==> src/lrt_pkg.sv <==
// Shared types and constants for the block live-range table.
// Used by lrt_front, lrt_back and block_live_range_table_core; no dependencies.
`default_nettype none
package lrt_pkg;

  localparam int VALUE_COUNT_DEF = 64;
  localparam int MAX_INSTRS_DEF  = 256;

  localparam int OP_W    = 2;
  localparam int VID_W   = 6;
  localparam int IDX_W   = 8;
  localparam int MASK_W  = 64;
  // Wide enough to hold MAX_INSTRS at its largest legal value.
  localparam int ICMP_W  = 17;

  typedef enum logic [OP_W-1:0] {
    OP_DEFINE  = 2'd0,
    OP_USE     = 2'd1,
    OP_LIVEOUT = 2'd2,
    OP_QUERY   = 2'd3
  } op_t;

  typedef enum logic [2:0] {
    ST_IDLE,
    ST_READ,
    ST_UPDATE,
    ST_SCAN,
    ST_DRAIN,
    ST_OUT
  } state_t;

  typedef struct packed {
    op_t              op;
    logic [VID_W-1:0] vid;
    logic [IDX_W-1:0] idx;
    logic             vid_ok;
    logic             do_upd;
  } item_t;

  typedef struct packed {
    logic  valid;
    item_t item;
  } queue_head_t;

  typedef struct packed {
    logic             defined;
    logic             live_out;
    logic [IDX_W-1:0] start_idx;
    logic [IDX_W-1:0] end_idx;
  } entry_t;

endpackage
`default_nettype wire

==> src/lrt_front.sv <==
// Front end: accepts requests, classifies them and holds them in a two-entry queue.
// Depends on lrt_pkg.
`default_nettype none
module lrt_front
  import lrt_pkg::*;
#(
  parameter int VALUE_COUNT = VALUE_COUNT_DEF,
  parameter int MAX_INSTRS  = MAX_INSTRS_DEF
) (
  input  wire logic              clk,
  input  wire logic              rst_n,
  input  wire logic              in_valid,
  output logic                   in_ready,
  input  wire logic [OP_W-1:0]   in_operation,
  input  wire logic [VID_W-1:0]  in_value_id,
  input  wire logic [IDX_W-1:0]  in_instr_index,
  output queue_head_t            head,
  input  wire logic              pop
);

  item_t       q_r [2];
  logic        wr_ptr_r, wr_ptr_nxt;
  logic        rd_ptr_r, rd_ptr_nxt;
  logic [1:0]  count_r, count_nxt;
  logic        push;
  logic        do_pop;
  item_t       cls;

  always_comb begin
    cls.op     = op_t'(in_operation);
    cls.vid    = in_value_id;
    cls.idx    = in_instr_index;
    cls.vid_ok = {1'b0, in_value_id} < (VID_W+1)'(VALUE_COUNT);
    // A request only changes the table when both value and index fall in range.
    cls.do_upd = cls.vid_ok &&
                 ({{(ICMP_W-IDX_W){1'b0}}, in_instr_index} < ICMP_W'(MAX_INSTRS)) &&
                 (cls.op != OP_QUERY);
  end

  assign in_ready   = (count_r != 2'd2);
  assign push       = in_valid && in_ready;
  assign head.valid = (count_r != 2'd0);
  assign head.item  = q_r[rd_ptr_r];
  assign do_pop     = pop && head.valid;

  always_comb begin
    wr_ptr_nxt = push   ? ~wr_ptr_r : wr_ptr_r;
    rd_ptr_nxt = do_pop ? ~rd_ptr_r : rd_ptr_r;
    count_nxt  = count_r + {1'b0, push} - {1'b0, do_pop};
  end

  always_ff @(posedge clk) begin
    if (!rst_n) begin
      wr_ptr_r <= 1'b0;
      rd_ptr_r <= 1'b0;
      count_r  <= 2'd0;
    end else begin
      wr_ptr_r <= wr_ptr_nxt;
      rd_ptr_r <= rd_ptr_nxt;
      count_r  <= count_nxt;
    end
  end

  always_ff @(posedge clk) begin
    if (push) begin
      q_r[wr_ptr_r] <= cls;
    end
  end

endmodule
`default_nettype wire

==> src/lrt_back.sv <==
// Back end: updates one table entry, then scans all entries to build the result masks.
// Depends on lrt_pkg; holds the range table memory and the present bits.
`default_nettype none
module lrt_back
  import lrt_pkg::*;
#(
  parameter int VALUE_COUNT = VALUE_COUNT_DEF
) (
  input  wire logic              clk,
  input  wire logic              rst_n,
  input  wire queue_head_t       head,
  output logic                   pop,
  output logic                   out_valid,
  input  wire logic              out_ready,
  output logic                   out_value_present,
  output logic                   out_value_defined,
  output logic [MASK_W-1:0]      out_live_mask,
  output logic [MASK_W-1:0]      out_entry_mask,
  output logic [MASK_W-1:0]      out_exit_mask
);

  localparam int IDW = $clog2(VALUE_COUNT);

  state_t                  state_r, state_nxt;
  item_t                   cur_r;
  logic [IDW-1:0]          cnt_r;
  logic                    scan_v_r;
  logic [IDW-1:0]          scan_idx_r;
  logic [VALUE_COUNT-1:0]  present_r;
  entry_t                  mem [VALUE_COUNT];
  entry_t                  rdata_r;
  logic [IDW-1:0]          rd_addr;
  logic [IDW-1:0]          vidx;
  logic                    old_p;
  entry_t                  upd;
  entry_t                  eff;
  logic                    eff_p;
  logic                    last;
  logic                    scan_p;
  logic                    scan_live;

  logic                    pres_r, defd_r;
  logic [MASK_W-1:0]       live_r, entry_r, exit_r;

  assign vidx    = cur_r.vid[IDW-1:0];
  assign old_p   = present_r[vidx];
  assign last    = (cnt_r == IDW'(VALUE_COUNT - 1));
  assign rd_addr = (state_r == ST_READ) ? vidx : cnt_r;

  // New contents of the addressed entry. Fields of an absent entry are ignored.
  always_comb begin
    upd = rdata_r;
    case (cur_r.op)
      OP_DEFINE: begin
        if (!old_p) begin
          upd.live_out = 1'b0;
          upd.end_idx  = cur_r.idx;
        end
        upd.defined   = 1'b1;
        upd.start_idx = cur_r.idx;
      end
      OP_USE: begin
        if (old_p) begin
          if (!rdata_r.live_out && (rdata_r.end_idx <= cur_r.idx)) begin
            upd.end_idx = cur_r.idx;
          end
        end else begin
          upd.defined   = 1'b0;
          upd.start_idx = '0;
          upd.live_out  = 1'b0;
          upd.end_idx   = cur_r.idx;
        end
      end
      OP_LIVEOUT: begin
        if (!old_p) begin
          upd.defined   = 1'b0;
          upd.start_idx = '0;
          upd.end_idx   = '0;
        end
        upd.live_out = 1'b1;
      end
      default: begin
        upd = rdata_r;
      end
    endcase
    eff   = cur_r.do_upd ? upd : rdata_r;
    eff_p = cur_r.do_upd || old_p;
  end

  // One entry is judged per cycle with a single shared pair of comparators.
  assign scan_p    = present_r[scan_idx_r];
  assign scan_live = scan_p && (rdata_r.start_idx <= cur_r.idx) &&
                     (rdata_r.live_out || (cur_r.idx <= rdata_r.end_idx));

  always_comb begin
    state_nxt = state_r;
    pop       = 1'b0;
    out_valid = 1'b0;
    case (state_r)
      ST_IDLE: begin
        if (head.valid) begin
          pop       = 1'b1;
          state_nxt = ST_READ;
        end
      end
      ST_READ:   state_nxt = ST_UPDATE;
      ST_UPDATE: state_nxt = ST_SCAN;
      ST_SCAN: begin
        if (last) begin
          state_nxt = ST_DRAIN;
        end
      end
      ST_DRAIN:  state_nxt = ST_OUT;
      ST_OUT: begin
        out_valid = 1'b1;
        if (out_ready) begin
          state_nxt = ST_IDLE;
        end
      end
      default:   state_nxt = ST_IDLE;
    endcase
  end

  always_ff @(posedge clk) begin
    if (!rst_n) begin
      state_r   <= ST_IDLE;
      present_r <= '0;
      scan_v_r  <= 1'b0;
    end else begin
      state_r  <= state_nxt;
      scan_v_r <= (state_r == ST_SCAN);
      if ((state_r == ST_UPDATE) && cur_r.do_upd) begin
        present_r[vidx] <= 1'b1;
      end
    end
  end

  always_ff @(posedge clk) begin
    rdata_r <= mem[rd_addr];
    if ((state_r == ST_UPDATE) && cur_r.do_upd) begin
      mem[vidx] <= upd;
    end
  end

  always_ff @(posedge clk) begin
    if (pop) begin
      cur_r <= head.item;
    end
    scan_idx_r <= cnt_r;
    case (state_r)
      ST_READ: begin
        live_r  <= '0;
        entry_r <= '0;
        exit_r  <= '0;
      end
      ST_UPDATE: begin
        cnt_r  <= '0;
        pres_r <= cur_r.vid_ok && eff_p;
        defd_r <= cur_r.vid_ok && eff_p && eff.defined;
      end
      ST_SCAN: begin
        cnt_r <= cnt_r + IDW'(1);
      end
      default: begin
        cnt_r <= cnt_r;
      end
    endcase
    if (scan_v_r) begin
      live_r[scan_idx_r]  <= scan_live;
      entry_r[scan_idx_r] <= scan_p && !rdata_r.defined;
      exit_r[scan_idx_r]  <= scan_p && rdata_r.live_out;
    end
  end

  assign out_value_present = pres_r;
  assign out_value_defined = defd_r;
  assign out_live_mask     = live_r;
  assign out_entry_mask    = entry_r;
  assign out_exit_mask     = exit_r;

endmodule
`default_nettype wire

==> src/block_live_range_table_core.sv <==
// Block live-range table: a request passes through the read, update, scan, drain and output
// states of the back end; the next request is not started until the result has been taken.
// Most of the work is the mask scan, which reads the table memory through its single read
// port one entry per cycle.
// The front queue holds two more requests meanwhile. Reset is synchronous and clears the
// present bits at once, so the table is empty right after reset with no clearing pass.
`default_nettype none
module block_live_range_table_core
  import lrt_pkg::*;
#(
  parameter int VALUE_COUNT = VALUE_COUNT_DEF,
  parameter int MAX_INSTRS  = MAX_INSTRS_DEF
) (
  input  wire logic              clk,
  input  wire logic              rst_n,
  input  wire logic              in_valid,
  output logic                   in_ready,
  input  wire logic [OP_W-1:0]   in_operation,
  input  wire logic [VID_W-1:0]  in_value_id,
  input  wire logic [IDX_W-1:0]  in_instr_index,
  output logic                   out_valid,
  input  wire logic              out_ready,
  output logic                   out_value_present,
  output logic                   out_value_defined,
  output logic [MASK_W-1:0]      out_live_mask,
  output logic [MASK_W-1:0]      out_entry_mask,
  output logic [MASK_W-1:0]      out_exit_mask
);

  queue_head_t head;
  logic        pop;

  lrt_front #(
    .VALUE_COUNT (VALUE_COUNT),
    .MAX_INSTRS  (MAX_INSTRS)
  ) u_front (
    .clk            (clk),
    .rst_n          (rst_n),
    .in_valid       (in_valid),
    .in_ready       (in_ready),
    .in_operation   (in_operation),
    .in_value_id    (in_value_id),
    .in_instr_index (in_instr_index),
    .head           (head),
    .pop            (pop)
  );

  lrt_back #(
    .VALUE_COUNT (VALUE_COUNT)
  ) u_back (
    .clk               (clk),
    .rst_n             (rst_n),
    .head              (head),
    .pop               (pop),
    .out_valid         (out_valid),
    .out_ready         (out_ready),
    .out_value_present (out_value_present),
    .out_value_defined (out_value_defined),
    .out_live_mask     (out_live_mask),
    .out_entry_mask    (out_entry_mask),
    .out_exit_mask     (out_exit_mask)
  );

endmodule
`default_nettype wire
==> config.mk <==
export PLATFORM = sky130hd
export DESIGN_NAME = block_live_range_table_core
export DESIGN_NICKNAME = d
export VERILOG_FILES = /design/src/lrt_pkg.sv /design/src/lrt_front.sv /design/src/lrt_back.sv /design/src/block_live_range_table_core.sv
export SDC_FILE = /design/constraint.sdc
export NUM_CORES = 2
export LEC_CHECK = 0
export BUFFER_PORTS_ARGS = -buffer_cell sky130_fd_sc_hd__buf_2
export CAP_MARGIN = 20
export CORE_MARGIN = 4
export CORE_UTILIZATION = 46
export CTS_CLUSTER_DIAMETER = 30
export DETAILED_ROUTE_END_ITERATION = 16
export PLACE_DENSITY = 0.64
export SLEW_MARGIN = 20
export SYNTH_ARGS = -nofsm -noshare
export SYNTH_HDL_FRONTEND = slang
export SYNTH_SLANG_ARGS = --single-unit
==> constraint.sdc <==
create_clock -name clk -period 4.2 [get_ports clk]
set_clock_uncertainty 0.15 [all_clocks]
set_input_delay 1.26 -clock clk [delete_from_list [all_inputs] [get_ports clk]]
set_output_delay 1.26 -clock clk [all_outputs]
set_load 0.05 [all_outputs]
==> flow_summary_export.csv <==
group,metric,value,unit
outcome,status,"finished, final reports clean",
critical_path,critPathBufInv,0,
layout,most-common-layout-cells,"edfxtp_1 (1211), nand2_1 (713), nand3_1 (455)",
global_route,overflow,0,
critical_path,worstRegToRegCells,7,
cts,cts_root_buf,"clkbuf_16",
min_path,min_path_type,"flip-flop to flip-flop",
timing,fin_crit,4.10,ns
floorplanning,core_region_area,124000,µm²
layout,final_util,0.574,
critical_path,endpoint_kind,"flip-flop",
power,power_density,727,nW/µm²
synth,ys_async_sr_fraction,0,
synth,synth_edf_count,1211,
critical_path,cp_top_family,"compound AO/OA/AOI/OAI gates",
synth,synthCells,3917,
cts,clkTransAtPathRegs,0.05,ns
synth,syn_nets,3956,
cts,cts.sinks,1499,
cts,clockBufferDepth,4,
power,power.total,51500,µW
layout,nets,4439,
floorplanning,start_util,0.462,
global_route,gr-usage-met3,0.0498,
synth,yosysSeqAreaShare,0.737,
layout,instances_no_fill,6245,
power,ir_drop,549,µV
global_route,grt_pass1_vias,36000,
critical_path,worstReg2RegEnd,"u_back.mem[40][11]$_DFFE_PP_",
layout,final_common_cell,"edfxtp_1",
routing,wl_per_cell,27.6,µm
placed_design,gp_congestion,0.920,
critical_path,slowest_delay,0.67,ns
routing,drcViolationCount,0,
routing,avgViaCountPerCell,5.94,
cts,tritoncts,"yes",
critical_path,cp_slowest_cell,"edfxtp_1",
synth,yosysUniqueCellTypes,64,
layout,final-seq-area,42100,µm²
routing,wl,172,mm
placed_design,dp_hpwl,97.7,mm
cts,cts_hold_buf,0,
timing,finalHoldViolCount,0,
floorplanning,die_h,361,µm
global_route,grt_pass1_wl,247,mm
cts,cts_buffers,285,
cts,htree_levels,5,
floorplanning,core.rowCount,129,
cts,cts_setup_buffers,0,
layout,multi_input_area,14300,µm²
timing,tightest_slew,1.15,ns
global_route,busiest_layer,"met2",
global_route,track_usage,0.260,
critical_path,endpoint,"u_back.mem[40][11]$_DFFE_PP_",
global_route,grt_util_met1,0.351,
critical_path,cp.required,4.46,ns
routing,antenna_left,0,
floorplanning,die_area,130000,µm²
placed_design,placedCellCount,5749,
floorplanning,die_width,361,µm
critical_path,worstPathArrival,4.37,ns
global_route,antenna_found_initial,11,
cts,cts_resized,0,
critical_path,cp.depth,7,
timing,timing.fmax,0.244,GHz
layout,syn2layout_area_growth,24.0,%
synth,yosys_warnings,0,
global_route,grt_max_degree,108,
routing,drt_iter0_drc,4757,
routing,first_pass_iters,6,
power,leakage,0.0251,µW
timing,finalSetupViolations,0,
critical_path,rr_startpoint,"u_back.vidx[1]$_DFFE_PP_",
cts,clk_latency,0.89,ns
critical_path,worstSetupStartpointType,"flip-flop",
timing,fin_ws,0.0951,ns
routing,vias,37100,
timing,finalMaxSlewViolations,0,
timing,tns,0,ns
critical_path,path_cells,"nor2b_1 -> a22oi_1 -> a31o_2 -> a32o_1 -> or3_1 -> maj3_1 -> a22o_2",
layout,drive_gt1_frac,0.249,
timing,rsz0062_at_grt,"no",
synth,synth.avg_cell_area,14.6,µm²
flow_run,cap_viol_max_count,0,
synth,syn_area,57200,µm²
placed_design,port_buffers,215,
synth,ys_seq_elements,1499,
critical_path,critPathKind,"flip-flop to flip-flop",
timing,min_period_over_period,0.977,
timing,slew_headroom,0.234,
critical_path,crit_start,"u_back.vidx[1]$_DFFE_PP_",
placed_design,dp_slack,0.245,ns
layout,fillers,9495,
global_route,grt.met2_usage,0.412,
synth,synth_ff_type,"edfxtp_1",
critical_path,reg2reg_slack,0.1,ns
floorplanning,io-pin-count,216,
critical_path,worstPathMaxFanout,64,
==> how the worst min path moves through the flow <==
stage	to	cells past startpoint	slack, ns	start
floorplan	u_back.scan_idx_r[1]$_DFF_P_	0	0.26	u_back.cnt_r[1]$_SDFFCE_PN0P_
global placement	u_back.out_live_mask[44]$_DFF_P_	2	0.30	u_back.out_live_mask[44]$_DFF_P_
detailed placement	u_back.out_live_mask[52]$_DFF_P_	2	0.31	u_back.out_live_mask[52]$_DFF_P_
CTS	u_back.out_live_mask[52]$_DFF_P_	2	0.32	u_back.out_live_mask[52]$_DFF_P_
global route	u_back.out_entry_mask[35]$_DFF_P_	2	0.34	u_back.out_entry_mask[35]$_DFF_P_
finish	u_back.out_entry_mask[35]$_DFF_P_	2	0.31	u_back.out_entry_mask[35]$_DFF_P_
==> metrics by stage <==
step	cell area [µm²]	hold slack, ns
after floorplan	57200	0.260
after global placement	61600	0.299
after detailed placement	61600	0.306
after CTS	70900	0.316
after global routing	70900	0.339
final	70900	0.311
==> state kept, by name, summed over array words and instances, names as in the netlist <==
name,flops
u_back.mem,1152
u_back.out_entry_mask,64
u_back.out_exit_mask,64
u_back.out_live_mask,64
u_back.present_r,64
u_front.q_r,34
u_back.rdata_r,18
u_back.cur_r,11
u_back.cnt_r,6
u_back.scan_idx_r,6
u_back.vidx,6
u_back.state_r,3
u_front.count_r,2
u_back.out_value_defined,1
u_back.out_value_present,1
u_back.scan_v_r,1
u_front.rd_ptr_r,1
u_front.wr_ptr_r,1
==> cell usage after synthesis (all sizes together), types with 9 or more instances <==
cell type	number	area (µm²)
a21oi	14	70.1
a221oi	10	87.6
a22o	11	96.3
a22oi	75	563
a31oi	40	250
a32o	9	90.1
buf	77	447
clkbuf	144	542
dfxtp	288	5770
edfxtp	1211	36400
ha	19	238
inv	20	75.1
mux2	33	375
mux2i	20	200
mux4	155	3490
nand2	713	2680
nand2b	11	68.8
nand3	455	2280
nand4	79	494
nor2	101	384
nor2b	20	125
nor3	12	80.1
o21a	68	510
o21ai	238	1190
or4	17	128
==> where the power goes <==
part	switching, µW	internal (µW)	leakage (µW)
sequential	389	18700	0.0134
clock	7320	14500	0.00448
combinational	7360	3240	0.00725
==> logic make-up (layout without fill, tap and decap cells) <==
group,Yosys count,in the layout,synth area share
other,0,3,0
muxes,208,208,0.0711
xor gates and xnor gates,6,6,0.000919
DFF,1499,1499,0.737
buffers and inverters,242,930,0.0187
AOI/OAI and AO/OA,493,493,0.0541
adders and majority gates,20,20,0.00433
and+or+nand+nor,1449,1449,0.114
==> routing by layer <==
layer,share of wire,routed length [µm]
met5,0.00018,31
met4,0.044,7570
met3,0.091,15700
met2,0.48,81900
met1,0.39,66900
==> final cells by class <==
type,count,area share
Clock buffer,334,0.107
Tap cell,1637,0.0289
Antenna cell,3,0.000106
Timing Repair Buffer,417,0.0439
Multi-Input combinational cell,2176,0.202
Inverter,21,0.00111
Clock inverter,158,0.0234
Sequential cell,1499,0.594
==> tightest hold or removal path: cells and delay by family, from the launching register on <==
kind            cells  cell delay (ns)
flops               1             0.31
simple gates        1             0.06
compound gates      1             0.06
Note: power is estimated with default switching activity, not from simulation.
